### config.mk
export PLATFORM = sky130hd
export DESIGN_NAME = hc3d_back_flat
export DESIGN_NICKNAME = d
export VERILOG_FILES = /design/src/rtl/core/hc3d_pkg.sv /design/src/rtl/core/hc3d_stream_if.sv /design/src/rtl/core/hc3d_back.sv /design/src/flat_wrapper.sv
export SDC_FILE = /design/constraint.sdc
export NUM_CORES = 1
export LEC_CHECK = 0
export BUFFER_PORTS_ARGS = -buffer_cell sky130_fd_sc_hd__buf_4
export CORE_MARGIN = 8
export CORE_UTILIZATION = 29
export DETAILED_ROUTE_END_ITERATION = 6
export HOLD_SLACK_MARGIN = 0.02
export MAX_ROUTING_LAYER = met4
export PLACE_DENSITY = 0.77
export SLEW_MARGIN = 20
export SYNTH_ARGS = -nofsm -noshare
export SYNTH_HDL_FRONTEND = slang
export SYNTH_SLANG_ARGS = --single-unit
export TNS_END_PERCENT = 30
### constraint.sdc
create_clock -name clk -period 1.7 [get_ports clk]
set_input_delay 0.085 -clock clk [delete_from_list [all_inputs] [get_ports clk]]
set_output_delay 0.085 -clock clk [all_outputs]
set_load 0.02 [all_outputs]
### src/rtl/core/hc3d_pkg.sv
`timescale 1ns / 1ps

package hc3d_pkg;

    localparam int LETTER_W    = 5;
    localparam int KEY_ROW_W   = 15;
    localparam int CFG_INDEX_W = 2;
    localparam int PROD_W      = 2 * LETTER_W;
    localparam int SUM_W       = 12;
    localparam int RECIP_SHIFT = 16;
    localparam int QUOT_W      = 8;

    localparam logic [LETTER_W-1:0] MODULUS  = 5'd26;
    localparam logic [SUM_W-1:0]    MOD_SQ   = 12'd676;
    localparam logic [SUM_W-1:0]    RECIP_26 = 12'd2521;

    localparam logic [CFG_INDEX_W-1:0] REG_KEY_ROW_ZERO = 2'd0;
    localparam logic [CFG_INDEX_W-1:0] REG_KEY_ROW_ONE  = 2'd1;
    localparam logic [CFG_INDEX_W-1:0] REG_KEY_ROW_TWO  = 2'd2;

    typedef logic [LETTER_W-1:0] letter_t;

    typedef struct packed {
        letter_t cipher_letter;
        logic    end_of_text;
    } cipher_t;

    typedef struct packed {
        letter_t plain_letter;
        logic    last_of_block;
        logic    key_not_invertible;
    } plain_t;

    typedef logic [2:0][LETTER_W-1:0] block_t;
    typedef logic [8:0][LETTER_W-1:0] key_mat_t;

    typedef struct packed {
        logic   push;
        block_t blk;
    } blk_push_t;

    typedef struct packed {
        logic   avail;
        block_t blk;
    } blk_head_t;

    typedef struct packed {
        logic busy;
        logic valid;
    } key_stat_t;

    // Remainder by 26 through a reciprocal multiply; exact for any 12-bit value
    function automatic letter_t mod26(input logic [SUM_W-1:0] v);
        logic [2*SUM_W-1:0] prod;
        logic [QUOT_W-1:0]  quot;
        logic [SUM_W-1:0]   rem;
        prod = {{SUM_W{1'b0}}, v} * {{SUM_W{1'b0}}, RECIP_26};
        quot = prod[RECIP_SHIFT +: QUOT_W];
        rem  = v - SUM_W'({{(SUM_W-QUOT_W){1'b0}}, quot} * SUM_W'(MODULUS));
        return rem[LETTER_W-1:0];
    endfunction

    function automatic letter_t reduce_entry(input letter_t e);
        return (e >= MODULUS) ? letter_t'(e - MODULUS) : e;
    endfunction

endpackage

### src/rtl/core/hc3d_stream_if.sv
`timescale 1ns / 1ps

interface hc3d_stream_if #(
    parameter type payload_t = logic
);
    logic     valid;
    logic     ready;
    payload_t payload;

    modport source (output valid, output payload, input ready);
    modport sink   (input valid, input payload, output ready);
endinterface

### src/rtl/core/hc3d_back.sv
`timescale 1ns / 1ps

module hc3d_back (
    input  logic                clk,
    input  logic                rst_n,
    input  hc3d_pkg::blk_head_t head,
    output logic                pop,
    input  hc3d_pkg::key_stat_t kstat,
    input  hc3d_pkg::key_mat_t  inv_key,
    hc3d_stream_if.source       plain
);
    import hc3d_pkg::*;

    typedef enum logic {
        B_IDLE,
        B_MAC
    } state_t;

    localparam logic [1:0] LAST_IDX = 2'd2;

    state_t            state_reg, state_next;
    logic [1:0]        row_reg, row_next;
    logic [1:0]        col_reg, col_next;
    logic              sum_valid_reg, sum_valid_next;
    logic              sum_last_reg, sum_last_next;
    logic              sum_flag_reg, sum_flag_next;
    logic              out_valid_reg, out_valid_next;
    plain_t            out_reg, out_next;
    logic [SUM_W-1:0]  sum_reg, sum_next;
    logic [SUM_W-1:0]  acc_reg, acc_next;
    block_t            v_reg, v_next;

    logic              out_free;
    logic              sum_move;
    logic              sum_free;
    logic [3:0]        mac_idx;
    logic [PROD_W-1:0] prod;
    logic [SUM_W-1:0]  acc_sum;

    assign out_free = !out_valid_reg || plain.ready;
    assign sum_move = sum_valid_reg && out_free;
    assign sum_free = !sum_valid_reg || sum_move;
    assign mac_idx  = 4'({2'b00, row_reg} * 4'd3) + {2'b00, col_reg};
    assign prod     = PROD_W'(inv_key[mac_idx]) * PROD_W'(v_reg[col_reg]);
    assign acc_sum  = acc_reg + SUM_W'(prod);

    assign pop = (state_reg == B_IDLE) && head.avail && !kstat.busy &&
                 (kstat.valid || sum_free);

    assign plain.valid   = out_valid_reg;
    assign plain.payload = out_reg;

    always_comb
    begin
        state_next     = state_reg;
        row_next       = row_reg;
        col_next       = col_reg;
        acc_next       = acc_reg;
        v_next         = v_reg;
        sum_valid_next = sum_valid_reg && !sum_move;
        sum_next       = sum_reg;
        sum_last_next  = sum_last_reg;
        sum_flag_next  = sum_flag_reg;
        out_valid_next = out_valid_reg && !plain.ready;
        out_next       = out_reg;

        if (sum_move)
        begin
            out_valid_next             = 1'b1;
            out_next.plain_letter       = mod26(sum_reg);
            out_next.last_of_block      = sum_last_reg;
            out_next.key_not_invertible = sum_flag_reg;
        end

        case (state_reg)
            B_IDLE:
            begin
                if (pop)
                begin
                    if (kstat.valid)
                    begin
                        v_next     = head.blk;
                        row_next   = 2'd0;
                        col_next   = 2'd0;
                        acc_next   = '0;
                        state_next = B_MAC;
                    end
                    else
                    begin
                        // one flagged result stands for the whole block
                        sum_valid_next = 1'b1;
                        sum_next       = '0;
                        sum_last_next  = 1'b1;
                        sum_flag_next  = 1'b1;
                    end
                end
            end
            B_MAC:
            begin
                if (col_reg != LAST_IDX)
                begin
                    acc_next = acc_sum;
                    col_next = col_reg + 2'd1;
                end
                else if (sum_free)
                begin
                    sum_valid_next = 1'b1;
                    sum_next       = acc_sum;
                    sum_last_next  = (row_reg == LAST_IDX);
                    sum_flag_next  = 1'b0;
                    acc_next       = '0;
                    col_next       = 2'd0;
                    if (row_reg == LAST_IDX)
                    begin
                        state_next = B_IDLE;
                    end
                    else
                    begin
                        row_next = row_reg + 2'd1;
                    end
                end
            end
            default:
            begin
                state_next = B_IDLE;
            end
        endcase
    end

    always_ff @(posedge clk or negedge rst_n)
    begin
        if (!rst_n)
        begin
            state_reg     <= B_IDLE;
            row_reg       <= 2'd0;
            col_reg       <= 2'd0;
            sum_valid_reg <= 1'b0;
            sum_last_reg  <= 1'b0;
            sum_flag_reg  <= 1'b0;
            out_valid_reg <= 1'b0;
            out_reg       <= '0;
        end
        else
        begin
            state_reg     <= state_next;
            row_reg       <= row_next;
            col_reg       <= col_next;
            sum_valid_reg <= sum_valid_next;
            sum_last_reg  <= sum_last_next;
            sum_flag_reg  <= sum_flag_next;
            out_valid_reg <= out_valid_next;
            out_reg       <= out_next;
        end
    end

    always_ff @(posedge clk)
    begin
        acc_reg <= acc_next;
        v_reg   <= v_next;
        sum_reg <= sum_next;
    end

    a_pop_key_ready: assert property (@(posedge clk) disable iff (!rst_n)
        pop |-> (head.avail && !kstat.busy))
        else $error("block taken while the inverse key is not settled");

    a_flagged_block: assert property (@(posedge clk) disable iff (!rst_n)
        (pop && !kstat.valid) |=> (sum_valid_reg && sum_flag_reg && sum_last_reg))
        else $error("block under a singular key did not give a flagged result");

endmodule

### src/flat_wrapper.sv
// flat-port wrapper written by rule: the top's interface ports become plain ports
module hc3d_back_flat import hc3d_pkg::*;
  (clk, rst_n, head, pop, kstat, inv_key, plain_valid, plain_payload, plain_ready);
  hc3d_stream_if plain_i ();
  input  logic clk;
  input  logic rst_n;
  input  hc3d_pkg::blk_head_t head;
  output logic pop;
  input  hc3d_pkg::key_stat_t kstat;
  input  hc3d_pkg::key_mat_t inv_key;
  output wire logic [$bits(plain_i.valid)-1:0] plain_valid;
  output wire logic [$bits(plain_i.payload)-1:0] plain_payload;
  input wire logic [$bits(plain_i.ready)-1:0] plain_ready;
  assign plain_valid = plain_i.valid;
  assign plain_payload = plain_i.payload;
  assign plain_i.ready = plain_ready;
  hc3d_back u_core (.clk(clk), .rst_n(rst_n), .head(head), .pop(pop), .kstat(kstat), .inv_key(inv_key), .plain(plain_i));
endmodule
**Word level (Yosys, flattened, before mapping)**

Index checks and enable logic that the tools add are counted.

- Register bits: 9
- Input port bits: 66
- Output and inout port bits: 3
- Word-level logic and storage cells: 62

- Add/sub/neg operators: 2
- Equality and inequality tests: 9
- Multiplexer cells: 26
- Bitwise logic cells: 1
- Reduce and logical (&&, ||, !) cells: 17

Operators with widths:

| operator | number |
|---|---|
| $mux W1 | 14 |
| $mux W2 | 7 |
| $ne A2 B2 Y1 const B | 7 |
| $pmux W2 S2 | 2 |
| $logic_and A1 B1 Y1 | 6 |
| $pmux W1 S2 | 3 |
| $logic_not A1 Y1 | 5 |
| $reduce_and A5 Y1 | 1 |
| $add A2 B1 Y2 const B | 2 |
| $reduce_and A4 Y1 | 1 |
| $logic_or A1 B1 Y1 | 3 |
| $ne A3 B3 Y1 const B | 1 |
| $reduce_and A3 Y1 | 1 |
| $eq A2 B2 Y1 const B | 1 |
| $not A1 Y1 | 1 |

**Longest topological paths before layout**

- Depth after elaboration: 8
- Depth in mapped cells: 4
- Depth with buffers taken out: 4

**Worst setup path after synthesis**

OpenSTA, ideal clock, no wires.

- Path type: register -> register
- From: register u_core.out_valid_reg (netlist: u_core.plain.valid)
- To: register u_core.row_reg[1]
- Data arrival time: 1,270 ps
- Required time: 1,613 ps
- Setup slack: 343 ps
- Stages on the path, launching flop included: 5
- Buffers on the path: 1
- Clock period less this slack: 1,357 ps
- Cell sequence: dfrtp_1 -> and3b_1 -> buf_6 -> or3_4 -> o211ai_1

- Word-level cells in the longest chain between the ends: 8
- Elaborated cells on any way between the ends: 9
- Classes of those cells: 2 x eq/ne; 7 x reduce/logical

Ends and longest elaborated chain:

| element | RTL line | RTL |
|---|---|---|
| start, declared | hc3d_back.sv:27 | `logic out_valid_reg, out_valid_next;` |
| start signal, assigned | hc3d_back.sv:151 | `out_valid_reg <= out_valid_next;` |
| $logic_not A1 Y1 (*) | hc3d_back.sv:40 | `assign out_free = !out_valid_reg \|\| plain.ready;` |
| $logic_or A1 B1 Y1 (*) | hc3d_back.sv:40 |  |
| $logic_and A1 B1 Y1 (*) | hc3d_back.sv:41 | `assign sum_move = sum_valid_reg && out_free;` |
| $logic_or A1 B1 Y1 (*) | hc3d_back.sv:42 | `assign sum_free = !sum_valid_reg \|\| sum_move;` |
| $logic_or A1 B1 Y1 | hc3d_back.sv:48 | `(kstat.valid \|\| sum_free);` |
| $logic_and A1 B1 Y1 | hc3d_back.sv:47 | `assign pop = (state_reg == B_IDLE) && head.avail && !kstat.busy &&` |
| $ne A2 B2 Y1 (no source line) | n/a |  |
| $reduce_and A5 Y1 (no source line) (*) | n/a |  |
| end signal, assigned | hc3d_back.sv:146 | `row_reg <= row_next;` |
| end, declared | hc3d_back.sv:22 | `logic [1:0] row_reg, row_next;` |

Mark *: on every way between the ends. The rest lies on a longest branch, timed or not.
A chain may end at the register's enable or synchronous reset.

**Worst setup path after layout**

- From: register u_core.state_reg
- To: output port pop

- Word-level cells in the longest chain between the ends: 4

Ends and longest elaborated chain:

| element | RTL line | RTL |
|---|---|---|
| start, declared | hc3d_back.sv:21 | `state_t state_reg, state_next;` |
| start signal, assigned | hc3d_back.sv:145 | `state_reg <= state_next;` |
| $not A1 Y1 | hc3d_back.sv:47 |  |
| $logic_and A1 B1 Y1 (3 in a row) | hc3d_back.sv:47 |  |
| end, declared | flat_wrapper.sv:8 | `output logic pop;` |

Every way passes these cells.

==> impl_metrics.toml <==
[clock_tree]
post_cts_resized = 0
clock_sinks = 9
insertion_delay_ns = 0.26
cts_buffer_depth = 2
clk_pin_slew_ns = 0.06
numCtsBuffers = 3
post_cts_buffers = 0
cts_tree = "yes"
clk_root_buffer_cell = "clkbuf_4"
cts_htree_levels = 1

[layout]
antenna_cells = 0
syn2layout_area_growth_pct = 20.89
drive_gt1_frac = 0.2182
nets = 123

[synth]
postSynthAreaPerCell_um2 = 10.89
synth.area.top_cells = "dfrtp_1 (47%), o311ai_0 (7.3%), nand2b_1 (5.2%), nand3b_1 (3.1%), o211ai_1 (3.1%)"
yosysSeqAreaShare = 0.4700
synthCells = 44
synth.net_count = 111
synth_area_um2 = 479.2
synth-seq-cells = 9
yosysTopAreaCellShare = 0.4700
synth_largest_area_cell = "dfrtp_1"
yosys_warnings = 0
synth_cell_type_count = 24

[timing]
finalCriticalPeriod_ns = 1.495
rsz0062_at_grt = "no"
hold_viol = 0
max_freq_mhz = 668.7
setup_viol = 0
slew_violations = 0
worst_slew_pin_slew_ns = 0.3552
fin_skew_ns = 0.01007
period_share = 0.8796
final.setup.tns_ns = 0
slew_headroom = 0.7602

[global_routing]
first_global_vias = 415
antenna_found_initial = 0
use_met2 = 0.1191
use_met1 = 0.06736
grt_max_degree = 10
grt-busiest-layer = "met2"
grt_pass1_wl_um = 1738
overflow = 0
grtUsageMet3 = 0.03371
track_usage = 0.06990

[worst_setup_path]
startpoint = "u_core.state_reg"
path_depth = 3
start_kind = "flip-flop"
cp_slowest_cell = "dfrtp_1"
rr_startpoint = "u_core.state_reg"
r2r_slack_ns = 0.27
crit_fanout = 9
path_buf_inv = 1
critPathKind = "reg2out"
timing.rr.end = "u_core.row_reg[0]"
cp_slowest_stage_delay_ns = 0.48
end_kind = "primary output"
critPathTopFamily = "flip-flops"
endpoint = "pop"
crit_path_cell_trace = "nor3b_1 -> o21a_1 -> buf_4"
critPathRequiredTime_ns = 1.62
crit_arrival_ns = 1.41
reg2reg_depth = 3

[die]
dieWidth_um = 56.65
core_um2 = 1524
die_h_um = 56.65
die_area_um2 = 3209
num_io_pins = 69
placementRows = 14
initial_core_util = 0.3145

[detailed_routing]
drtIter0Drc = 3
drc = 0
routed_wl_um = 962
vias = 385
post_drt_wl_per_cell_um = 13.55
antenna_left = 0
drt_first_pass_iters = 3
post_drt_via_cell_ratio = 5.423

[placement]
port_buffers = 8
finalWeightedCongestion = 0.7159
dp.final_hpwl_um = 761.9

[power]
finalPower_uw = 936.1
peakVddDrop_uv = 848.7
p_per_area_nw_per_um2 = 1616
power.leakage_uw = 0.0002589

[run_status]
outcome = "finished clean"

[flow_run]
maxCapViolCount = 0

[worst_hold_path]
holdCritPathClass = "in2reg"
where the power goes:
group | switching, µW | internal [µW]
Sequential | 91.5 | 313
Combinational | 182 | 190
Clock | 69.6 | 90.2
routing by layer:
metal / wire [µm] / vias up / part of all wire
met3: 39 / 2 / 0.041
met1: 397 / 182 / 0.41
met2: 518 / 9 / 0.54
met5: 0 / - / 0
met4: 6 / 0 / 0.0062
li1: - / 192 / -
what timing repair did:
item / CTS / global route
hold buffers: 1 / 0
endpoints found under the hold margin: 9 / 0
endpoints found under the setup margin: 0 / 0
through the flow:
step	std cells	hold WS (ns)	setup slack, ns	area, µm²	util
2_1_floorplan	44	-0.2106	0.3433	479.2	-
3_3_place_gp	66	-0.08544	0.3789	543.0	0.3563
3_5_place_dp	66	-0.08407	0.3143	543.0	0.3563
4_1_cts	71	0.06960	0.1973	579.3	0.3801
5_1_grt	71	0.06619	0.08786	579.3	0.3801
6_report	71	0.07405	0.2046	579.3	0.3801
cells in the final DEF (no fill, tap or decap):
master,count
dfrtp_1,9
buf_4,8
nand2b_1,4
o311ai_0,4
nand2_1,3
clkbuf_4,3
nand3b_1,2
nand3_1,2
nor2b_1,2
o211ai_1,2
nor3b_1,1
o21a_1,1
inv_1,1
a22o_1,1
and3b_1,1
or3_4,1
nand4bb_1,1
o21ai_0,1
o21ai_1,1
mux2_1,1
o22ai_1,1
a21oi_1,1
mux2i_1,1
ha_1,1
clkbuf_1,1
dlygate4sd3_1,1
synthesized netlist by cell type (all sizes together):
cell type / n
o22ai: 1
nor2b: 2
nand3: 2
a21oi: 1
a22o: 1
o21a: 1
inv: 1
o211ai: 2
mux2: 1
o21ai: 2
dfrtp: 9
nor3b: 1
and3b: 1
buf: 2
or3: 1
mux2i: 1
ha: 1
nand3b: 2
nand2b: 4
nand4bb: 1
o311ai: 4
nand2: 3
kinds of logic after synthesis:
logic type,share of synthesized area
simple gates,0.2350
mux,0.04439
compound gates,0.1827
buf+inv,0.04176
fa+ha+maj,0.02611
flops,0.4700
worst min-delay path by stage:
stage	from	endpoint	slack (ns)	cells after the start
CTS	kstat[0]	u_core.state_reg	0.07	2
floorplan	rst_n	u_core.col_reg[0]	-0.21	0
detailed placement	rst_n	u_core.plain.payload	-0.08	1
global placement	rst_n	u_core.plain.payload	-0.09	1
global route	kstat[0]	u_core.state_reg	0.07	2
finish	kstat[0]	u_core.state_reg	0.07	2
final cells by class:
cell class	instances	area, µm²
flip-flops and latches	9	225.2
fillers	158	944.7
clock buffers	4	26.28
well taps	16	20.02
multi-input cells	32	234.0
repair buffers	9	70.07
inverters	1	3.754
(Power assumes the default switching activity.)
