===== src/rtl/core/hc3d_pkg.sv =====
`timescale 1ns / 1ps

package hc3d_pkg;

    localparam int LETTER_W    = 5;
    localparam int KEY_ROW_W   = 15;
    localparam int CFG_INDEX_W = 2;
    localparam int PROD_W      = 2 * LETTER_W;
    localparam int SUM_W       = 12;
    localparam int RECIP_SHIFT = 16;
    localparam int QUOT_W      = 8;

    localparam logic [LETTER_W-1:0] MODULUS  = 5'd26;
    localparam logic [SUM_W-1:0]    MOD_SQ   = 12'd676;
    localparam logic [SUM_W-1:0]    RECIP_26 = 12'd2521;

    localparam logic [CFG_INDEX_W-1:0] REG_KEY_ROW_ZERO = 2'd0;
    localparam logic [CFG_INDEX_W-1:0] REG_KEY_ROW_ONE  = 2'd1;
    localparam logic [CFG_INDEX_W-1:0] REG_KEY_ROW_TWO  = 2'd2;

    typedef logic [LETTER_W-1:0] letter_t;

    typedef struct packed {
        letter_t cipher_letter;
        logic    end_of_text;
    } cipher_t;

    typedef struct packed {
        letter_t plain_letter;
        logic    last_of_block;
        logic    key_not_invertible;
    } plain_t;

    typedef logic [2:0][LETTER_W-1:0] block_t;
    typedef logic [8:0][LETTER_W-1:0] key_mat_t;

    typedef struct packed {
        logic   push;
        block_t blk;
    } blk_push_t;

    typedef struct packed {
        logic   avail;
        block_t blk;
    } blk_head_t;

    typedef struct packed {
        logic busy;
        logic valid;
    } key_stat_t;

    // Remainder by 26 through a reciprocal multiply; exact for any 12-bit value
    function automatic letter_t mod26(input logic [SUM_W-1:0] v);
        logic [2*SUM_W-1:0] prod;
        logic [QUOT_W-1:0]  quot;
        logic [SUM_W-1:0]   rem;
        prod = {{SUM_W{1'b0}}, v} * {{SUM_W{1'b0}}, RECIP_26};
        quot = prod[RECIP_SHIFT +: QUOT_W];
        rem  = v - SUM_W'({{(SUM_W-QUOT_W){1'b0}}, quot} * SUM_W'(MODULUS));
        return rem[LETTER_W-1:0];
    endfunction

    function automatic letter_t reduce_entry(input letter_t e);
        return (e >= MODULUS) ? letter_t'(e - MODULUS) : e;
    endfunction

endpackage


===== src/rtl/core/hc3d_queue.sv =====
`timescale 1ns / 1ps

module hc3d_queue (
    input  logic                clk,
    input  logic                rst_n,
    input  hc3d_pkg::blk_push_t push,
    input  logic                pop,
    output logic                full,
    output hc3d_pkg::blk_head_t head
);
    import hc3d_pkg::*;

    localparam logic [1:0] QDEPTH = 2'd2;

    block_t [1:0] entry_reg;
    logic         wr_ptr_reg, wr_ptr_next;
    logic         rd_ptr_reg, rd_ptr_next;
    logic [1:0]   count_reg, count_next;

    assign full       = (count_reg == QDEPTH);
    assign head.avail = (count_reg != 2'd0);
    assign head.blk   = entry_reg[rd_ptr_reg];

    always_comb
    begin
        wr_ptr_next = wr_ptr_reg;
        rd_ptr_next = rd_ptr_reg;
        count_next  = count_reg;
        if (push.push)
        begin
            wr_ptr_next = !wr_ptr_reg;
        end
        if (pop)
        begin
            rd_ptr_next = !rd_ptr_reg;
        end
        if (push.push && !pop)
        begin
            count_next = count_reg + 2'd1;
        end
        else if (pop && !push.push)
        begin
            count_next = count_reg - 2'd1;
        end
    end

    always_ff @(posedge clk or negedge rst_n)
    begin
        if (!rst_n)
        begin
            wr_ptr_reg <= 1'b0;
            rd_ptr_reg <= 1'b0;
            count_reg  <= 2'd0;
        end
        else
        begin
            wr_ptr_reg <= wr_ptr_next;
            rd_ptr_reg <= rd_ptr_next;
            count_reg  <= count_next;
        end
    end

    always_ff @(posedge clk)
    begin
        if (push.push)
        begin
            entry_reg[wr_ptr_reg] <= push.blk;
        end
    end

    a_no_overflow: assert property (@(posedge clk) disable iff (!rst_n)
        (count_reg == QDEPTH) |-> !push.push)
        else $error("block queue written while full");

endmodule


===== config.mk =====
export PLATFORM = sky130hd
export DESIGN_NAME = hc3d_queue
export DESIGN_NICKNAME = d
export VERILOG_FILES = /design/src/rtl/core/hc3d_pkg.sv /design/src/rtl/core/hc3d_queue.sv
export SDC_FILE = /design/constraint.sdc
export NUM_CORES = 1
export LEC_CHECK = 0
export ABC_AREA = 1
export BUFFER_PORTS_ARGS = -buffer_cell sky130_fd_sc_hd__buf_2
export CAP_MARGIN = 15
export CORE_ASPECT_RATIO = 0.8
export CORE_UTILIZATION = 54
export CTS_CLUSTER_DIAMETER = 80
export DETAILED_ROUTE_END_ITERATION = 7
export GPL_ROUTABILITY_DRIVEN = 1
export GPL_TIMING_DRIVEN = 0
export MAX_ROUTING_LAYER = met4
export PLACE_DENSITY = 0.82
export SETUP_SLACK_MARGIN = 0.05
export SLEW_MARGIN = 5
export SYNTH_ARGS = -nofsm -noshare
export SYNTH_HDL_FRONTEND = slang
export SYNTH_SLANG_ARGS = --single-unit

===== constraint.sdc =====
create_clock -name clk -period 3.3 [get_ports clk]
set_input_delay 0.33 -clock clk [delete_from_list [all_inputs] [get_ports clk]]
set_output_delay 0.33 -clock clk [all_outputs]
set_load 0.05 [all_outputs]

# Yosys cells after proc, flatten, opt, wreduce, memory -nomap -nowiden
# Cells that the tools add are included.
# word_totals
register_bits	34
input_bits	19
out_inout_bits	17
elab_cells	31
# classes
n_addsub	2
magnitude_cmp	3
n_eq_ne	1
n_mux	7
n_reduce_logical	9
# ops
op	count
15-bit 2-to-1 mux	3
30-bit bitwise mux	1
15-bit demux with 1-bit select	1
1-bit logical NOT	4
1-bit by 2-bit less-than comparator with 1-bit output (second input constant)	2
2-bit 2-to-1 mux	2
2-bit nonzero test	2
1-bit logical AND	3
2-bit by 1-bit adder with 2-bit output (second input constant)	1
2-bit == test (second input constant)	1
2-bit by 1-bit subtractor with 2-bit output (second input constant)	1
1-bit greater-or-equal comparator (second input constant)	1

# Longest topological paths before layout
# Gate-level depths: netlist of the first run.
# logic_depth
depth_word	5
mapped_depth	7
mapped_depth_nobuf	7

# Worst setup path before layout of the first run
# No wires, ideal clock.
# synth_timing
path_type	reg2reg
start	register wr_ptr_reg (netlist name)
end	register entry_reg[0] (netlist bit) (enable)
setup_time_ns	0.387
arrival_time_ns	1.062
required_ns	2.913
slack_ns	1.851
stages_incl_launch_ff	2
n_path_buf	0
synth_period_minus_slack_ns	1.449
path_cell_list	dfrtp_1 -> nor2_1
# synth_lines
element	line_no	source
to (signal, indexed assignment)	hc3d_queue.sv:67	entry_reg[wr_ptr_reg] <= push.blk;
to (decl)	hc3d_queue.sv:15	block_t [1:0] entry_reg;

==> results by group, run 1 <==
Outcome
  – Status: finished with violations
  – Failing checks: design-rule violations

Route
  – DRT antenna net count: 0
  – Drt pass-1 iters: 6
  – Vias: roughly 720
  – DRC viols: 1
  – Avg Vias per Cell: about 5
  – Routed WL: 2029 um
  – Initial DRC Count: 12
  – DR WL/cell: around 14 um

Setup path
  – Crit path cell chain: buf_6 -> buf_12 -> mux2_4 -> buf_2
  – Crit path DAT: approximately 1.5 ns
  – Crit Path Category: flop to primary output
  – Startpoint types: flop
  – CP max stage delay: 0.38 ns
  – Worst setup EP type: primary output
  – Critical path's slowest cell: dfrtp_1
  – Worst Path Max Fanout: 10
  – CP required: between 2 and 3 ns

Timing
  – Fin crit share: 55.54%
  – Setup_tns: 0 ns
  – RSZ-0062 raised after global routing: false
  – Final min period: 1.833 ns
  – Max transition margin: 61.11%
  – Actual slew at the worst max-slew pin: between 0.5 and 0.6 ns
  – Fmax: approximately 0.55 GHz
  – Clock skew: 0.004738 ns
  – Final setup fails: 0
  – Hold Vio Cnt, Final: 0
  – Slew Viols, Final: 0
  – Hold_ws: 0.1845 ns

Synth
  – Syn Nets: between 90 and 100
  – Yosys reg bits: 34
  – Syn Area/Cell: 18.63 um^2
  – Synthesized instance count: 72
  – Top-area cell type share of the netlist area: 67.16%
  – Sequential area share after synthesis: 74.63%
  – Cell taking the most area after synthesis: edfxtp_1
  – Syn Std Cell Area: 1341 um^2
  – Synth top area cells: edfxtp_1 (67%), mux2_4 (10%), dfrtp_1 (7.5%), mux2_2 (5.0%), inv_1 (2.0%)
  – Synth warnings: 0
  – Post-synth cell types: 14

Finish
  – Finished Core Util: 71.89%
  – Syn-to-layout area delta: 20.71%
  – Max FFs per register: 30
  – Nets: ~140
  – Final instance area: 1619 um^2
  – N_diodes: 0
  – Share of cells above drive strength 1: between 50 and 60%
  – Most frequent cells in the layout: buf_2 (35), edfxtp_1 (30), mux2_4 (9)
  – Commonest non-fill, non-tap cell in the layout: buf_2
  – Fillers: 152

Power
  – Pint: 901.1 uW
  – Worst VDD drop: 502.8 uV
  – Sequential Power Share: 39.2%
  – Pleak: 0.0006976 uW
  – Total power: 1563 uW
  – Clock network power share: about 13%
  – P per Cell Area: 965.4 nW/um^2
  – Switching part of the total power: 42.35%
  – Net switching power: 662.0 uW
  – Logic pwr share: 47.4%

Global routing
  – Global-route wire length before repair: approximately 2900 um
  – Largest net degree at the start of global routing: 16
  – Vias in the first global route: 660
  – Total gr overflow: 0
  – Antenna violations before repair: 0
  – Total GRT Usage: about 17%

Clock network
  – H-Tree Depth: 2
  – Post-CTS sizing: 0
  – CTS tree: done
  – Hold buffers post-CTS: 1
  – Setup Fix Bufs, Post-CTS: 0
  – Clk_lat worst skew: 0.33 ns
  – Clock slew at reported path FFs: around 0.10 ns
  – Clk sinks: 34
  – Num CTS Buffers: 5
  – Clk Tree Root Cell: clkbuf_4
  – CTS max path bufs: 2

Die
  – # rows: 15
  – Initial Util: about three fifths
  – Core area: approximately 2300 um^2
  – DIE AREA: 2688 um^2
  – IO Count: 36
  – Die W: 57.72 um
  – Die H: around 47 um

Placement
  – Port Buf Inserts: 35
  – GPL Wtd Cong: ~0.62
  – DP Area: 1559 um^2
  – HPWL after DPL: approximately 1500 um

Hold path
  – Hold Path Class: input port to flop

Flow run
  – Max-Cap Viols: 0
synth_stat cells:
cell and count:
buf_6 1, ha_1 1, xor2_1 2, nand3_1 1, buf_12 1, nand4_1 1, edfxtp_1 30, mux2_2 6
dfrtp_1 4, xnor2_1 1, mux2_4 9, nor2_1 2, inv_1 7, nand2_1 6
path summary, 6_finish.rpt:
path                                  from  slack (ns)            end  depth (start not counted)
worst max-delay path            rd_ptr_reg        1.47       head[11]                          4
worst min-delay path              push[13]        0.18  entry_reg[13]                          1
worst max register to register  wr_ptr_reg        1.90  entry_reg[10]                          2
worst min register to register  wr_ptr_reg        0.50     wr_ptr_reg                          1
max in group asynchronous            rst_n        2.85     wr_ptr_reg                          2
min in group asynchronous            rst_n        0.32     rd_ptr_reg                          2
per-stage QoR:
| stage | setup WS [ns] | instances |
|---|---|---|
| 2_1_floorplan | 1.851 | 72 |
| 3_3_place_gp | 1.421 | 132 |
| 3_5_place_dp | 1.798 | 133 |
| 4_1_cts | 1.451 | 142 |
| 5_1_grt | 1.420 | 142 |
| 6_report | 1.467 | 142 |
critical path, delay by kind of cell, from the launching register on:
family / cells / cell delay, ns
buf+inv: 3 / 0.50
flops: 1 / 0.38
mux: 1 / 0.29
layer usage:
metal | routed length (um) | up-vias | share of wire (%) | track usage (%)
met3 | 134 | 0 | 6.6 | 8.708
met2 | 1029 | 23 | 51 | 27.91
li1 | - | 346 | - | -
met4 | 0 | 0 | 0 | 6.667
met5 | 0 | - | 0 | -
met1 | 864 | 352 | 43 | 17.86
power groups by stage:
stage | clock network, uW | registers [uW] | logic, uW
after global placement | 0 | 616 | 725
final | 210 | 612 | 741
after global routing | 232 | 619 | 780
after CTS | 213 | 613 | 749
after floorplan | 0 | 613 | 610
after detailed placement | 0 | 623 | 746
kinds of logic (layout without fill, tap and decap cells):
kind of cell,count (synthesis),in the layout,synth area share [%]
flops,34,34,74.63
mux,15,15,15.11
simple gates,10,10,3.078
buf+inv,9,54,4.291
xor+xnor,3,3,1.959
fa+ha+maj,1,1,0.9327
area by class of cell:
cell class	count	area, um^2	share of cell area (%)
Inverter	7	26.28	1.623
Buffer	2	31.28	1.932
Clock inverter	2	8.758	0.5410
Sequential cell	34	1001	61.82
Tap cell	25	31.28	1.932
Multi-Input combinational cell	29	282.8	17.47
Clock buffer	6	41.29	2.550
Timing Repair Buffer	37	196.4	12.13
Note: power is estimated with default switching activity, not from simulation.
==> run 2, diff against run 1 <==
--- a/config.mk
+++ b/config.mk
@@ -5,17 +5,17 @@
 export SDC_FILE = /design/constraint.sdc
 export NUM_CORES = 1
 export LEC_CHECK = 0
-export ABC_AREA = 1
+export ABC_AREA = 0
 export BUFFER_PORTS_ARGS = -buffer_cell sky130_fd_sc_hd__buf_2
 export CAP_MARGIN = 15
 export CORE_ASPECT_RATIO = 0.8
-export CORE_UTILIZATION = 54
+export CORE_UTILIZATION = 45
 export CTS_CLUSTER_DIAMETER = 80
 export DETAILED_ROUTE_END_ITERATION = 7
 export GPL_ROUTABILITY_DRIVEN = 1
 export GPL_TIMING_DRIVEN = 0
 export MAX_ROUTING_LAYER = met4
-export PLACE_DENSITY = 0.82
+export PLACE_DENSITY = 0.73
 export SETUP_SLACK_MARGIN = 0.05
 export SLEW_MARGIN = 5
 export SYNTH_ARGS = -nofsm -noshare
==> constraint.sdc (replaced) <==
create_clock -name clk -period 1.53 [get_ports clk]
set_input_delay 0.153 -clock clk [delete_from_list [all_inputs] [get_ports clk]]
set_output_delay 0.153 -clock clk [all_outputs]
set_load 0.05 [all_outputs]
==> run 2 against run 1 <==
- the flow finishes with violations (negative setup slack)
- setup slack worse by 1.5 ns
- clock power grew to 2.8 times the previous value
- global-route usage decreased by 2.2 points
- design area rose by 7.6%
- sequential cell count is the same
- total power rose by 140%
- cell count up 2.8%
- utilization down 9.4 points
- critical endpoint is now head[13]
- largest cell class unchanged
==> results by group, run 2 <==
Outcome
  – Failing checks: negative setup slack
  – Status: finished with violations

Clock network
  – H-Tree Depth: 2 (unchanged)
  – Num CTS Buffers: 5 (unchanged)
  – Clk Tree Root Cell: clkbuf_8
  – CTS max path bufs: 2 (unchanged)
  – Clock slew at reported path FFs: 0.07 ns (-0.03 ns)
  – Clk sinks: 34 (unchanged)
  – CTS tree: done
  – Clk_lat worst skew: 0.28 ns (-0.05 ns)

Synth
  – Synth top area cells: edfxtp_1 (68%), mux2_4 (10%), dfrtp_1 (7.6%), mux2_2 (5.1%), xor2_1 (2.6%)
  – Synth Flop Type: edfxtp_1
  – Number of synthesized flops with an enable pin: 30 (unchanged)
  – Post-synth cell types: 14 (unchanged)
  – Syn Nets: 83 (-9.8%)
  – Syn Std Cell Area: 1324 um^2 (-1.3%)
  – Synthesized instance count: 63 (-13%)
  – Cell taking the most area after synthesis: edfxtp_1
  – Most common cell in the netlist: edfxtp_1
  – Post-synthesis async set-or-reset flop share: 11.76% (unchanged)
  – Yosys reg bits: 34 (unchanged)
  – Syn Area/Cell: 21.01 um^2 (+13%)
  – Synth warnings: 0 (unchanged)
  – Sequential area share after synthesis: 75.61% (+0.99 points)
  – Top cells by count, synth: edfxtp_1 (30), mux2_4 (9), mux2_2 (6)
  – Top-area cell type share of the netlist area: 68.05% (+0.89 points)

Placement
  – Port Buf Inserts: 35 (unchanged)
  – Placed insts: 136 (+2.3%)
  – GPL Wtd Cong: 0.6185 (-0.47%)

Timing
  – Clock skew: 0.004643 ns (-0.00009562 ns)
  – Setup_tns: -0.01008 ns (-0.01008 ns)
  – Actual slew at the worst max-slew pin: 0.4504 ns (-0.1322 ns)
  – Final setup fails: 4 (+4)
  – Fmax: approximately 0.65 GHz
  – Hold_ws: 0.06281 ns (-0.1216 ns)
  – Max transition margin: 69.91% (+8.8 points)
  – Fin crit share: 100.4%
  – Post-layout worst setup margin: -0.006060 ns (-1.473 ns)
  – Final min period: 1.536 ns
  – Hold Vio Cnt, Final: 0 (unchanged)
  – Slew Viols, Final: 0 (unchanged)
  – RSZ-0062 raised after global routing: true

Die
  – Die W: 62.64 um (+8.5%)
  – Die H: 50.51 um (+8.4%)
  – Initial Util: 47.51% (-12 points)
  – Core area: 2786 um^2 (+24%)
  – IO Count: 36 (unchanged)
  – DIE AREA: 3164 um^2 (+18%)
  – # rows: 17 (+2)

Power
  – Switching part of the total power: 38.54% (-3.8 points)
  – Net switching power: 1442 uW (+120%)
  – Pint: 2298 uW (+160%)
  – Logic pwr share: 48.4% (+1.0 points)
  – Worst VDD drop: 1124 uV (+120%)
  – Sequential Power Share: 35.7% (-3.5 points)
  – Total power: 3740 uW (+140%)
  – Clock network power share: 15.9% (+2.5 points)
  – P per Cell Area: 2147 nW/um^2 (+120%)
  – Pleak: 0.0007129 uW (+2.2%)

Finish
  – Most frequent cells in the layout: edfxtp_1 (30), buf_2 (20), buf_6 (12)
  – N_diodes: 0 (unchanged)
  – Nets: 127 (-6.6%)
  – Max FFs per register: 30 (unchanged)
  – Commonest non-fill, non-tap cell in the layout: edfxtp_1
  – Syn-to-layout area delta: 31.57%
  – Finished Core Util: 62.51% (-9.4 points)
  – Share of cells above drive strength 1: 58.33% (+7.9 points)
  – Non-filler instance count after layout: 146 (+2.8%)

Global routing
  – Vias in the first global route: 716 (+8.5%)
  – Global-route wire length before repair: 3160 um (+7.8%)
  – Total GRT Usage: 14.81% (-2.2 points)
  – Antenna violations before repair: 0 (unchanged)
  – Total gr overflow: 0 (unchanged)
  – Largest net degree at the start of global routing: 16 (unchanged)

Setup path
  – Startpoint types: flop
  – Worst setup EP type: primary output
  – Worst Path Max Fanout: 10 (unchanged)
  – CP required: 1.38 ns (-1.59 ns)
  – Reg2Reg Setup Slack: 0.35 ns (-1.55 ns)
  – Crit path DAT: 1.38 ns (-0.12 ns)
  – Crit Path Category: flop to primary output

Route
  – Avg Vias per Cell: 4.651 (-8.4%)
  – Vias: 679 (-5.8%)
  – DR WL/cell: 12.81 um (-10%)
  – DRT antenna net count: 0 (unchanged)
  – Routed WL: 1870 um (-7.8%)
  – Initial DRC Count: 22 (+10)
  – Drt pass-1 iters: 3 (-3)
  – DRC viols: 0 (-1)

Hold path
  – Hold Path Class: input port to flop

Flow run
  – Max-Cap Viols: 0 (unchanged)
==> run 2: changes by cell type in the layout (fill, tap and decap cells not counted), sizes merged <==
cell,delta
or2,+1
inv,-6
nand4,-1
nand3,-1
nand2,-6
xor2,+2
nor2,-1
and2,+1
nor2b,+2
==> run 2: logic make-up (layout without fill, tap and decap cells) <==
logic type | after synthesis | count (layout) | synth area share (%)
xor gates and xnor gates | 5 | 5 | 3.308
and+or+nand+nor | 5 | 5 | 2.174
muxes | 15 | 15 | 15.31
adders and majority gates | 1 | 1 | 0.9450
buffers and inverters | 3 | 48 | 2.646
DFF | 34 | 34 | 75.61
==> run 2: area by class of cell <==
class | instances | area, um^2
clock buffer | 6 | 72.57
multi-input combinational | 26 | 296.5
fill | 215 | 1045
inverter | 1 | 3.754
sequential | 34 | 1001
clock inverter | 2 | 10.01
timing repair buffer | 37 | 279.0
tap | 38 | 47.55
buffer | 2 | 31.28
==> run 2: power groups by stage <==
stage	sequential (uW)	combinational (uW)	clock [uW]
after global placement	1340	1560	0
after detailed placement	1350	1570	0
after floorplan	1330	1310	0
after CTS	1330	1760	624
final	1330	1810	594
after global routing	1360	1900	661
==> run 2: critical path, cell delays in order, from the launching register on <==
cell     delay (ns)
dfrtp_1        0.37
buf_6          0.14
buf_12         0.15
mux2_4         0.30
buf_8          0.15
==> run 2: final timing paths <==
check	endpoint	cells past startpoint	from
worst min register to register	count_reg[1]	1	count_reg[1]
min in group asynchronous	count_reg[0]	2	rst_n
max in group asynchronous	wr_ptr_reg	2	rst_n
worst max register to register	entry_reg[5]	1	wr_ptr_reg
worst min-delay path	entry_reg[26]	1	push[11]
worst max-delay path	head[13]	4	rd_ptr_reg
==> run 2: what timing repair did <==
item | 4_1_cts | 5_1_grt
gates resized for setup | 19 | 17
buffers inserted | 1 | 0
hold buffers | 1 | 0
endpoints found under the setup margin | 9 | 30
hold endpoints to repair | 4 | 0
==> run 2: per-layer routing <==
| layer | vias to the layer above | global-route usage (%) | share of wire (%) |
|---|---|---|---|
| met5 | - | - | 0 |
| met2 | 26 | 22.64 | 49 |
| met4 | 0 | 8.140 | 1.5 |
| li1 | 319 | - | - |
| met1 | 331 | 16.79 | 43 |
| met3 | 3 | 5.909 | 6.4 |
==> run 2: metrics by stage <==
stage,worst slack [ns],area [um^2]
floorplan,0.2701,1326
global placement,0.1120,1549
CTS,-0.02088,1709
finish,-0.006060,1742
detailed placement,0.08767,1549
global route,-0.05455,1742
