### config.mk
export PLATFORM = sky130hd
export DESIGN_NAME = hc3d_key_unit
export DESIGN_NICKNAME = d
export VERILOG_FILES = /design/src/rtl/core/hc3d_pkg.sv /design/src/rtl/core/hc3d_key_unit.sv
export SDC_FILE = /design/constraint.sdc
export NUM_CORES = 1
export LEC_CHECK = 0
export BUFFER_PORTS_ARGS = -buffer_cell sky130_fd_sc_hd__buf_4
export CAP_MARGIN = 20
export CORE_MARGIN = 2
export CORE_UTILIZATION = 59
export DETAILED_ROUTE_END_ITERATION = 16
export GPL_ROUTABILITY_DRIVEN = 0
export GPL_TIMING_DRIVEN = 0
export PLACE_DENSITY_LB_ADDON = 0.08
export REMOVE_ABC_BUFFERS = 1
export SYNTH_ARGS = -nofsm -noshare
export SYNTH_HDL_FRONTEND = slang
export SYNTH_SLANG_ARGS = --single-unit
### constraint.sdc
create_clock -name clk -period 10.25 [get_ports clk]
set_clock_uncertainty 0.15 [all_clocks]
set_input_delay 0.5125 -clock clk [delete_from_list [all_inputs] [get_ports clk]]
set_output_delay 0.5125 -clock clk [all_outputs]
set_load 0.02 [all_outputs]
### src/rtl/core/hc3d_pkg.sv
`timescale 1ns / 1ps

package hc3d_pkg;

    localparam int LETTER_W    = 5;
    localparam int KEY_ROW_W   = 15;
    localparam int CFG_INDEX_W = 2;
    localparam int PROD_W      = 2 * LETTER_W;
    localparam int SUM_W       = 12;
    localparam int RECIP_SHIFT = 16;
    localparam int QUOT_W      = 8;

    localparam logic [LETTER_W-1:0] MODULUS  = 5'd26;
    localparam logic [SUM_W-1:0]    MOD_SQ   = 12'd676;
    localparam logic [SUM_W-1:0]    RECIP_26 = 12'd2521;

    localparam logic [CFG_INDEX_W-1:0] REG_KEY_ROW_ZERO = 2'd0;
    localparam logic [CFG_INDEX_W-1:0] REG_KEY_ROW_ONE  = 2'd1;
    localparam logic [CFG_INDEX_W-1:0] REG_KEY_ROW_TWO  = 2'd2;

    typedef logic [LETTER_W-1:0] letter_t;

    typedef struct packed {
        letter_t cipher_letter;
        logic    end_of_text;
    } cipher_t;

    typedef struct packed {
        letter_t plain_letter;
        logic    last_of_block;
        logic    key_not_invertible;
    } plain_t;

    typedef logic [2:0][LETTER_W-1:0] block_t;
    typedef logic [8:0][LETTER_W-1:0] key_mat_t;

    typedef struct packed {
        logic   push;
        block_t blk;
    } blk_push_t;

    typedef struct packed {
        logic   avail;
        block_t blk;
    } blk_head_t;

    typedef struct packed {
        logic busy;
        logic valid;
    } key_stat_t;

    // Remainder by 26 through a reciprocal multiply; exact for any 12-bit value
    function automatic letter_t mod26(input logic [SUM_W-1:0] v);
        logic [2*SUM_W-1:0] prod;
        logic [QUOT_W-1:0]  quot;
        logic [SUM_W-1:0]   rem;
        prod = {{SUM_W{1'b0}}, v} * {{SUM_W{1'b0}}, RECIP_26};
        quot = prod[RECIP_SHIFT +: QUOT_W];
        rem  = v - SUM_W'({{(SUM_W-QUOT_W){1'b0}}, quot} * SUM_W'(MODULUS));
        return rem[LETTER_W-1:0];
    endfunction

    function automatic letter_t reduce_entry(input letter_t e);
        return (e >= MODULUS) ? letter_t'(e - MODULUS) : e;
    endfunction

endpackage

### src/rtl/core/hc3d_key_unit.sv
`timescale 1ns / 1ps

module hc3d_key_unit (
    input  logic                                  clk,
    input  logic                                  rst_n,
    input  logic                                  wr_en,
    input  logic [hc3d_pkg::CFG_INDEX_W-1:0]      wr_index,
    input  logic [hc3d_pkg::KEY_ROW_W-1:0]        wr_data,
    output hc3d_pkg::key_stat_t                   stat,
    output hc3d_pkg::key_mat_t                    inv_key
);
    import hc3d_pkg::*;

    typedef enum logic [2:0] {
        S_IDLE,
        S_ADJ_MUL,
        S_ADJ_RED,
        S_DET_MUL,
        S_DET_ACC,
        S_SEARCH,
        S_SCL_MUL,
        S_SCL_RED
    } state_t;

    typedef struct packed {
        logic [3:0] a;
        logic [3:0] b;
        logic [3:0] c;
        logic [3:0] d;
    } adj_ops_t;

    // Adjugate entry n is k[a]*k[b] - k[c]*k[d], row-major flat indices
    function automatic adj_ops_t adj_ops(input logic [3:0] n);
        adj_ops_t ops;
        case (n)
            4'd0:    ops = '{4'd4, 4'd8, 4'd5, 4'd7};
            4'd1:    ops = '{4'd2, 4'd7, 4'd1, 4'd8};
            4'd2:    ops = '{4'd1, 4'd5, 4'd2, 4'd4};
            4'd3:    ops = '{4'd5, 4'd6, 4'd3, 4'd8};
            4'd4:    ops = '{4'd0, 4'd8, 4'd2, 4'd6};
            4'd5:    ops = '{4'd2, 4'd3, 4'd0, 4'd5};
            4'd6:    ops = '{4'd3, 4'd7, 4'd4, 4'd6};
            4'd7:    ops = '{4'd1, 4'd6, 4'd0, 4'd7};
            4'd8:    ops = '{4'd0, 4'd4, 4'd1, 4'd3};
            default: ops = '{4'd0, 4'd0, 4'd0, 4'd0};
        endcase
        return ops;
    endfunction

    localparam logic [3:0]    LAST_ENTRY = 4'd8;
    localparam logic [3:0]    LAST_COL   = 4'd2;
    localparam letter_t       LAST_X     = 5'd25;

    state_t              state_reg, state_next;
    logic                valid_reg, valid_next;
    key_mat_t            k_reg, k_next;
    key_mat_t            adj_reg, adj_next;
    key_mat_t            inv_reg, inv_next;
    logic [3:0]          step_reg, step_next;
    logic [PROD_W-1:0]   p1_reg, p1_next;
    logic [PROD_W-1:0]   p2_reg, p2_next;
    letter_t             det_reg, det_next;
    letter_t             res_reg, res_next;
    letter_t             x_reg, x_next;
    letter_t             dinv_reg, dinv_next;

    logic                wr_hit;
    adj_ops_t            ops;
    logic [3:0]          row_base;
    logic [3:0]          det_adj_idx;
    logic [SUM_W-1:0]    det_sum;
    letter_t             det_mod;
    logic [LETTER_W:0]   res_sum;

    assign wr_hit      = wr_en && (wr_index <= REG_KEY_ROW_TWO);
    assign ops         = adj_ops(step_reg);
    assign row_base    = 4'({2'b00, wr_index} * 4'd3);
    assign det_adj_idx = 4'(step_reg * 4'd3);
    assign det_sum     = SUM_W'(det_reg) + SUM_W'(p1_reg);
    assign det_mod     = mod26(det_sum);
    assign res_sum     = {1'b0, res_reg} + {1'b0, det_reg};

    assign stat.busy  = (state_reg != S_IDLE) || wr_hit;
    assign stat.valid = valid_reg;
    assign inv_key    = inv_reg;

    always_comb
    begin
        state_next = state_reg;
        valid_next = valid_reg;
        k_next     = k_reg;
        adj_next   = adj_reg;
        inv_next   = inv_reg;
        step_next  = step_reg;
        p1_next    = p1_reg;
        p2_next    = p2_reg;
        det_next   = det_reg;
        res_next   = res_reg;
        x_next     = x_reg;
        dinv_next  = dinv_reg;

        case (state_reg)
            S_IDLE:
            begin
            end
            S_ADJ_MUL:
            begin
                p1_next    = PROD_W'(k_reg[ops.a]) * PROD_W'(k_reg[ops.b]);
                p2_next    = PROD_W'(k_reg[ops.c]) * PROD_W'(k_reg[ops.d]);
                state_next = S_ADJ_RED;
            end
            S_ADJ_RED:
            begin
                // bias by 26*26 to keep the difference positive
                adj_next[step_reg] = mod26(SUM_W'(p1_reg) + MOD_SQ - SUM_W'(p2_reg));
                if (step_reg == LAST_ENTRY)
                begin
                    step_next  = 4'd0;
                    det_next   = '0;
                    state_next = S_DET_MUL;
                end
                else
                begin
                    step_next  = step_reg + 4'd1;
                    state_next = S_ADJ_MUL;
                end
            end
            S_DET_MUL:
            begin
                p1_next    = PROD_W'(k_reg[step_reg]) * PROD_W'(adj_reg[det_adj_idx]);
                state_next = S_DET_ACC;
            end
            S_DET_ACC:
            begin
                det_next = det_mod;
                if (step_reg == LAST_COL)
                begin
                    res_next   = det_mod;
                    x_next     = 5'd1;
                    state_next = S_SEARCH;
                end
                else
                begin
                    step_next  = step_reg + 4'd1;
                    state_next = S_DET_MUL;
                end
            end
            S_SEARCH:
            begin
                // res holds det * x mod 26
                if (res_reg == 5'd1)
                begin
                    dinv_next  = x_reg;
                    step_next  = 4'd0;
                    state_next = S_SCL_MUL;
                end
                else if (x_reg == LAST_X)
                begin
                    valid_next = 1'b0;
                    state_next = S_IDLE;
                end
                else
                begin
                    x_next   = x_reg + 5'd1;
                    res_next = (res_sum >= {1'b0, MODULUS}) ?
                               letter_t'(res_sum - {1'b0, MODULUS}) : letter_t'(res_sum);
                end
            end
            S_SCL_MUL:
            begin
                p1_next    = PROD_W'(adj_reg[step_reg]) * PROD_W'(dinv_reg);
                state_next = S_SCL_RED;
            end
            S_SCL_RED:
            begin
                inv_next[step_reg] = mod26(SUM_W'(p1_reg));
                if (step_reg == LAST_ENTRY)
                begin
                    valid_next = 1'b1;
                    state_next = S_IDLE;
                end
                else
                begin
                    step_next  = step_reg + 4'd1;
                    state_next = S_SCL_MUL;
                end
            end
            default:
            begin
                state_next = S_IDLE;
            end
        endcase

        // a key write restarts the derivation from the top
        if (wr_hit)
        begin
            for (int c = 0; c < 3; c++)
            begin
                k_next[row_base + 4'(c)] = reduce_entry(wr_data[c*LETTER_W +: LETTER_W]);
            end
            valid_next = 1'b0;
            step_next  = 4'd0;
            state_next = S_ADJ_MUL;
        end
    end

    always_ff @(posedge clk or negedge rst_n)
    begin
        if (!rst_n)
        begin
            state_reg <= S_IDLE;
            valid_reg <= 1'b0;
            k_reg     <= '0;
            step_reg  <= 4'd0;
        end
        else
        begin
            state_reg <= state_next;
            valid_reg <= valid_next;
            k_reg     <= k_next;
            step_reg  <= step_next;
        end
    end

    always_ff @(posedge clk)
    begin
        adj_reg  <= adj_next;
        inv_reg  <= inv_next;
        p1_reg   <= p1_next;
        p2_reg   <= p2_next;
        det_reg  <= det_next;
        res_reg  <= res_next;
        x_reg    <= x_next;
        dinv_reg <= dinv_next;
    end

    a_write_restarts: assert property (@(posedge clk) disable iff (!rst_n)
        wr_hit |=> stat.busy && !stat.valid)
        else $error("key write did not restart the inverse derivation");

    a_valid_from_scale: assert property (@(posedge clk) disable iff (!rst_n)
        $rose(valid_reg) |-> ($past(state_reg) == S_SCL_RED))
        else $error("inverse key marked valid outside the scaling pass");

endmodule

Yosys cells after proc, flatten, opt, wreduce, memory -nomap -nowiden
Memories as Yosys holds them, arrays and structs flattened.
Cells that the tools add are included.
- flip-flop bits (word level): 183
- latch bits: 0
- memory bits (writable): 0
- bits in read-only memories: 224
- input bits: 20
- output and inout port bits: 47
- logic and storage cells: 183
- memories: 1
- $add $sub $neg: 15
- $mul: 12
- div/mod/pow operators: 0
- magnitude comparators: 18
- equality and inequality tests: 22
- shifts and indexed selects: 0
- mux-type cells: 60
- bitwise logic cells: 0
- reductions and logical operators: 19
- memories (memory ; words ; width ; read ports ; clocked after Yosys merged registers in ; write ports ; RTL line ; source):
    (no name shown) ; 16 ; 14 ; 1 ; 0 ; 0 ; hc3d_key_unit.sv:35 ; case (n)
- operator list (operator ; number):
    45-bit bitwise mux ; 5
    5-bit binary-select mux with 4-bit select ; 7
    5-bit two-way mux ; 22
    5-bit demux with 4-bit select ; 4
    4-bit by 5-bit less-than comparator with 1-bit output (second input constant) ; 9
    5-bit by 5-bit multiplier with 10-bit output ; 4
    10-bit one-hot mux with 3 select lines ; 1
    5-bit one-hot mux with 2 select lines ; 3
    12-bit by 12-bit multiplier with 24-bit output (second input constant) ; 1
    11-bit by 12-bit multiplier with 23-bit output (second input constant) ; 1
    10-bit by 12-bit multiplier with 22-bit output (second input constant) ; 1
    3-bit one-hot mux with 7 select lines ; 1
    4-bit two-way mux ; 5
    5-bit subtractor (second input constant) ; 4
    3-bit != test (second input constant) ; 6
    4-bit by 1-bit >= comparator with 1-bit output (second input constant) ; 4
    4-bit one-hot mux with 4 select lines ; 1
    5-bit >= comparator (second input constant) ; 3
    3-bit two-way mux ; 5
    5-bit subtractor ; 3
    3-bit equality test (second input constant) ; 4
    4-bit AND reduction ; 3
    11-bit by 10-bit subtractor with 12-bit output ; 1
    10-bit by 10-bit adder with 11-bit output (second input constant) ; 1
    other kinds (30) ; 47

Depth between registers and ports, before layout
Gate-level depths: netlist of run 1.
- depth in word-level cells: 8
- depth in mapped cells: 40
- mapped depth without buffers: 40

Least setup slack after synthesis of run 1
OpenSTA, ideal clock, no wires.
- kind: register to register
- from: register p1_reg[0]
- to: register adj_reg[14] (netlist name) (data pin)
- library setup time: 0.243 ns
- arrival: 7.987 ns
- required time: 9.857 ns
- setup slack: 1.870 ns
- stages on the path, launching flop included: 41
- path buffers: 0
- period minus slack after synthesis: 8.380 ns
- cells stage by stage: edfxtp_1 inv_1 ha_1 inv_1 ha_1 inv_1 fa_1 nor2b_1 o21a_1 o21ai_1 a21oi_1 o21ai_0 nand2b_1 xor2_1 ha_1 fa_1 inv_1 fa_1 (+5 left out) ha_1 a21o_1 a21o_1 a21oi_1 o21ai_2 a21oi_2 inv_1 a21oi_1 xnor2_1 ha_1 inv_1 ha_1 a21oi_1 xnor2_1 xnor2_1 xnor2_1 xnor3_1 xnor2_1
- cells in the longest elaborated chain, start to end: 6
- RTL lines (item ; RTL line ; source):
    start: declaration ; hc3d_key_unit.sv:60 ; logic [PROD_W-1:0] p1_reg, p1_next;
    start signal: assignment ; hc3d_key_unit.sv:229 ; p1_reg <= p1_next;
    10-bit by 10-bit adder with 11-bit output * ; hc3d_key_unit.sv:115 ; adj_next[step_reg] = mod26(SUM_W'(p1_reg) + MOD_SQ - SUM_W'(p2_reg));
    11-bit by 10-bit subtractor with 12-bit output * ; hc3d_key_unit.sv:115 ;
    12-bit by 12-bit multiplier with 24-bit output ; hc3d_pkg.sv:57 ; prod = {{SUM_W{1'b0}}, v} * {{SUM_W{1'b0}}, RECIP_26};
    8-bit by 4-bit multiplier with 4-bit output ; hc3d_pkg.sv:59 ; rem = v - SUM_W'({{(SUM_W-QUOT_W){1'b0}}, quot} * SUM_W'(MODULUS));
    5-bit subtractor * ; hc3d_pkg.sv:59 ;
    45-bit bitwise mux * ; hc3d_key_unit.sv:115 ;
    end signal: assignment ; hc3d_key_unit.sv:227 ; adj_reg <= adj_next;
    end: declaration ; hc3d_key_unit.sv:57 ; key_mat_t adj_reg, adj_next;
Every way passes the cells marked *; elsewhere a longest branch is shown, timed or not.
A chain may end at the register's enable or synchronous reset.

Worst setup path after layout of run 1
- from: register p1_reg[2]
- to: register adj_reg[24] (netlist name) (data pin)
Same word-level chain as after synthesis.

==> results.py, run 1 <==
metrics = {
    "min_path": {
        "hold-path-cell-count": 3,
        "holdCritPathClass": "input pin to flop",
    },
    "yosys": {
        "synth_cells": 2087,
        "synth-edff-count": 130,
        "yosysSeqAreaShare_pct": 25.31,
        "async_reset_ff_share_pct": 28.96,
        "synth.avg_cell_area_um2": 9.901,
        "syn-cell-area_mm2": 0.02066,
        "yosys_most_used_dff": "edfxtp_1",
        "ys_types": 81,
        "yosys_register_bits": 183,
        "yosysWarningCount": 0,
    },
    "timing": {
        "relSlewSlack_pct": 22.21,
        "final-max-slew-violation-count": 0,
        "fin_crit_ns": 9.403,
        "timing.fmax_mhz": 106.4,
        "fin_crit_sh_pct": 91.73,
        "hold_viol": 0,
        "tightest_slew_ns": 1.155,
        "setup_tns_ns": 0,
        "rsz0062_at_grt": "no",
        "finalSetupViolCount": 0,
    },
    "critical_path": {
        "crit_top_cell": "ha_1",
        "crit_required_ns": 10.21,
        "slowest_stage": "edfxtp_1",
        "crit_arrival_ns": 9.36,
        "r2r.worst_path.cells": 37,
        "crit_path_start_kind": "flop",
        "critPathMaxStageDelay_ns": 0.70,
        "cp-end-kind": "flop",
        "worstPathMaxFanout": 9,
        "critPathKind": "flop to flop",
    },
    "placement": {
        "port_buffers": 66,
        "hpwl_um": 38970,
    },
    "detailed_routing": {
        "dr.pass1.iters": 6,
        "vias": 15240,
        "totalWireLength_um": 47720,
        "ant_nets": 0,
        "drc": 0,
        "via_per_inst": 5.869,
        "drt_iter0_drc": 1019,
        "wl_per_cell_um": 18.38,
    },
    "die": {
        "dieArea_mm2": 0.03654,
        "io_pins": 67,
        "fp.dieW_um": 191.1,
        "fp-row-count": 68,
        "start_util_pct": 59.82,
        "coreArea_mm2": 0.03454,
        "die_h_um": 191.1,
    },
    "clock_network": {
        "cts_inserted_buffers": 17,
        "post_cts_resized": 0,
        "clk_pin_slew_ns": 0.08,
        "clockBufferDepth": 2,
        "cts_tree": "yes",
        "htreeDepth": 4,
        "cts.sinks": 183,
        "worstSkewPairLatency_ns": 0.44,
        "clock-root-buffer": "clkbuf_16",
    },
    "run": {
        "drv_cap": 0,
    },
    "finish": {
        "drive_above_1_share_pct": 9.851,
        "nets": 2602,
        "area_delta_synth_final_pct": 7.587,
        "fill_cells": 2838,
        "final_common_cell": "inv_1",
        "multiInputGateArea_mm2": 0.01396,
        "antenna_cells": 0,
        "seqCellArea_mm2": 0.005231,
        "final_cell_mix": "inv_1 (328), ha_1 (310), nand2_1 (190), fa_1 (143), edfxtp_1 (130)",
    },
    "grt": {
        "antenna_found_initial": 1,
        "grt_max_degree": 54,
        "grtUsageTotal_pct": 27.27,
        "grt_pass1_vias": 15340,
        "grt-ovfl-total": 0,
        "grt_pass1_wl_um": 78510,
    },
    "status": {
        "outcome": "complete, no violations",
    },
}
==> layer usage <==
metal | vias to the layer above | global-route usage [%] | routed length (um)
met5 | - | 0 | 10
met4 | 2 | 7.337 | 1101
li1 | 7271 | - | -
met1 | 7427 | 36.67 | 20970
met3 | 72 | 2.919 | 2377
met2 | 471 | 47.03 | 23270
==> worst max-delay path: cells and delay by family (launching register included) <==
family                     cells  cell delay [ns]
and+or+nand+nor                2             0.16
buffers and inverters          6             0.40
xor gates and xnor gates       7             1.94
DFF                            1             0.70
adders and majority gates     10             3.51
AOI/OAI and AO/OA             12             2.17
==> cells by family after synthesis <==
family	share of synthesized area (%)
flops	25.31
simple gates	10.98
fa+ha+maj	32.67
mux	7.139
buf+inv	7.139
compound gates	12.26
xor+xnor	4.505
==> layout make-up <==
class | instances | share of cell area (%)
multi-input cells | 1519 | 62.79
repair buffers | 77 | 2.848
inverters | 331 | 5.589
well taps | 455 | 2.561
flip-flops and latches | 183 | 23.53
clock buffers | 17 | 1.914
clock inverters | 15 | 0.7710
==> timing repair <==
action                                 4_1_cts  5_1_grt
hold buffers                                 1        0
buffers inserted                             0        4
setup endpoints to repair                    0        9
endpoints found under the hold margin       30        0
==> Yosys cell counts, drive strengths merged, types with 20 or more instances <==
master	instances	area share, %
o21ai	125	3.1
edfxtp	130	19
fa	143	14
nor2	102	1.9
nor2b	32	1.0
nor3	24	0.66
xnor2	71	3.2
mux4	45	4.9
xor2	28	1.2
nand2	193	3.5
and2	50	1.5
clkbuf	35	0.64
a21oi	108	2.7
a21o	20	0.73
mux2i	30	1.5
dfrtp	53	6.4
o22ai	24	0.73
inv	331	6.0
ha	310	19
==> path summary, 6_finish.rpt <==
check	startpoint	to	slack [ns]
max	p1_reg[2]	adj_reg[24]	0.85
min	wr_data[0]	k_reg[15]	0.27
max reg2reg	p1_reg[2]	adj_reg[24]	0.85
min reg2reg	valid_reg	valid_reg	0.38
max in group asynchronous	rst_n	step_reg[0]	8.91
min in group asynchronous	rst_n	k_reg[31]	0.50
==> through the flow <==
stage                     cell area, um2  instances  hold WS (ns)  worst slack (ns)  util (%)
final                              22230       2597        0.2743            0.8473     64.36
after global routing               22230       2597        0.3208            0.1671     64.36
after CTS                          22170       2591        0.2756            0.2712     64.17
after detailed placement           21560       2558        0.3647            0.3713     62.41
after global placement             21500       2554        0.3668            0.5111     62.23
after floorplan                    20430       2033       0.06691             1.870         -
Power of run 1 is left out: the tool's default activity adds up to more than one toggle a clock period on the data nets, which glitch-free logic cannot reach.
==> run 2: changes to the inputs <==
--- a/config.mk
+++ b/config.mk
@@ -8,7 +8,7 @@
 export BUFFER_PORTS_ARGS = -buffer_cell sky130_fd_sc_hd__buf_4
 export CAP_MARGIN = 20
 export CORE_MARGIN = 2
-export CORE_UTILIZATION = 59
+export CORE_UTILIZATION = 40
 export DETAILED_ROUTE_END_ITERATION = 16
 export GPL_ROUTABILITY_DRIVEN = 0
 export GPL_TIMING_DRIVEN = 0
==> constraint.sdc (replaced) <==
create_clock -name clk -period 9.22 [get_ports clk]
set_clock_uncertainty 0.15 [all_clocks]
set_input_delay 0.461 -clock clk [delete_from_list [all_inputs] [get_ports clk]]
set_output_delay 0.461 -clock clk [all_outputs]
set_load 0.02 [all_outputs]
==> run 2 against run 1 <==
Register-to-register slack got worse by 0.29 ns. Die area rose by 46%. Core utilization fell by 20 points. Final cell count rose by 9.2%. Wire length rose by 9.4%. Worst hold slack got worse by 0.030 ns. Flip-flop and latch count did not move. Sequential share of layout area fell by 0.49 points. Non-clock buffer count rose by 13. Worst setup slack got worse by 0.29 ns.
==> results.py, run 2 (synthesis results as in run 1) <==
metrics = {
    "grt": {
        "grtUsageTotal_pct": 20.46,
        "antenna_found_initial": 3,
        "grt_pass1_wl_um": 84680,
        "grt_max_degree": 54,
        "grt_pass1_vias": 15250,
        "grt-ovfl-total": 0,
    },
    "clock_network": {
        "cts.sinks": 183,
        "htreeDepth": 4,
        "worstSkewPairLatency_ns": 0.48,
        "clock-root-buffer": "clkbuf_16",
        "clk_pin_slew_ns": 0.08,
        "cts_tree": "yes",
        "clockBufferDepth": 2,
        "cts_inserted_buffers": 17,
    },
    "timing": {
        "hold_viol": 0,
        "tightest_slew_ns": 1.034,
        "setup_tns_ns": 0,
        "fin_crit_sh_pct": 93.95,
        "setup_ws_ns": 0.5576,
        "timing.fmax_mhz": 115.4,
        "fin_crit_ns": 8.662,
        "rsz0062_at_grt": "no",
        "relSlewSlack_pct": 30.34,
        "final-max-slew-violation-count": 0,
        "finalSetupViolCount": 0,
    },
    "finish": {
        "seqCellArea_mm2": 0.005231,
        "nets": 2615,
        "final_cell_mix": "inv_1 (328), ha_1 (310), nand2_1 (190), fa_1 (143), edfxtp_1 (130)",
        "final_common_cell": "inv_1",
        "drive_above_1_share_pct": 10.67,
        "fin_util_pct": 44.35,
        "antenna_cells": 0,
        "fin_cells": 2835,
        "area_delta_synth_final_pct": 9.888,
        "fill_cells": 4936,
        "multiInputGateArea_mm2": 0.01403,
    },
    "critical_path": {
        "crit_arrival_ns": 8.73,
        "slowest_stage": "xnor2_1",
        "crit_path_start_kind": "flop",
        "r2r.worst_path.cells": 34,
        "crit_top_cell": "xnor2_1",
        "worstPathMaxFanout": 14,
        "crit_required_ns": 9.29,
        "critPathMaxStageDelay_ns": 0.70,
        "cp-end-kind": "flop",
        "critPathKind": "flop to flop",
        "rr_startpoint": "p1_reg[0]",
        "ff2ff_setup_slack_ns": 0.56,
        "r2r_end": "res_reg[4]",
    },
    "placement": {
        "place_ws_ns": -1.042,
        "port_buffers": 66,
        "hpwl_um": 42210,
        "dp_cells": 2786,
    },
    "run": {
        "drv_cap": 0,
    },
    "detailed_routing": {
        "ant_nets": 0,
        "dr.pass1.iters": 7,
        "wl_per_cell_um": 18.42,
        "vias": 14940,
        "via_per_inst": 5.270,
        "drt_iter0_drc": 881,
        "drc": 0,
        "totalWireLength_um": 52220,
    },
    "min_path": {
        "hold-path-cell-count": 3,
        "holdCritPathClass": "input pin to flop",
        "holdPathEnd": "k_reg[15]",
        "hold_start": "wr_data[0]",
    },
    "die": {
        "fp-row-count": 83,
        "start_util_pct": 40.36,
        "io_pins": 67,
        "dieArea_mm2": 0.05349,
        "fp.dieW_um": 231.3,
        "die_h_um": 231.3,
        "coreArea_mm2": 0.05120,
    },
    "status": {
        "outcome": "complete, no violations",
    },
}
[run 2: how the worst max path moves through the flow]
| stage | startpoint | endpoint | slack [ns] | cells past startpoint |
|---|---|---|---|---|
| 6_report | p1_reg[0] | res_reg[4] | 0.56 | 34 |
| 3_3_place_gp | p1_reg[0] | adj_reg[44] | -0.95 | 40 |
| 3_5_place_dp | p1_reg[0] | adj_reg[39] | -1.04 | 40 |
| 5_1_grt | p1_reg[0] | adj_reg[44] | 0.007 | 40 |
| 2_1_floorplan | p1_reg[0] | adj_reg[14] | 0.84 | 40 |
| 4_1_cts | p1_reg[0] | adj_reg[44] | 0.06 | 40 |
[run 2: stage by stage]
step,area (um2),hold slack [ns]
final,22710,0.2445
after global routing,22710,0.2248
after detailed placement,21890,0.3682
after global placement,21780,0.3730
after CTS,22500,0.2080
after floorplan,20430,0.01541
[run 2: final cells by class]
type                    instances  share of cell area [%]
clock buffers                  17                   1.873
clock inverters                15                  0.6116
inverters                     331                   5.472
multi-input cells            1519                   61.79
flip-flops and latches        183                   23.04
well taps                     680                   3.747
repair buffers                 90                   3.466
[run 2: what timing repair did]
action / in CTS / in global routing
setup buffers: 1 / 12
setup endpoints to repair: 20 / 11
gates resized for setup: 3 / 7
hold endpoints to repair: 53 / 0
pin swaps: 0 / 2
hold buffers: 1 / 0
[run 2: critical path, delay by kind of cell, from the launching register on]
| family | cells | cell delay (ns) |
|---|---|---|
| and+or+nand+nor | 8 | 1.24 |
| DFF | 1 | 0.42 |
| xor gates and xnor gates | 7 | 1.73 |
| AOI/OAI and AO/OA | 6 | 1.27 |
| buffers and inverters | 5 | 0.52 |
| adders and majority gates | 8 | 3.03 |
[run 2: layer usage]
| metal | wire (um) | part of all wire, % | GRT usage [%] |
|---|---|---|---|
| met5 | 0 | 0 | 0 |
| met4 | 1084 | 2.1 | 5.726 |
| met3 | 1937 | 3.7 | 3.174 |
| met2 | 24430 | 47 | 33.47 |
| met1 | 24780 | 47 | 28.11 |
Power of run 2 is left out for the same reason.
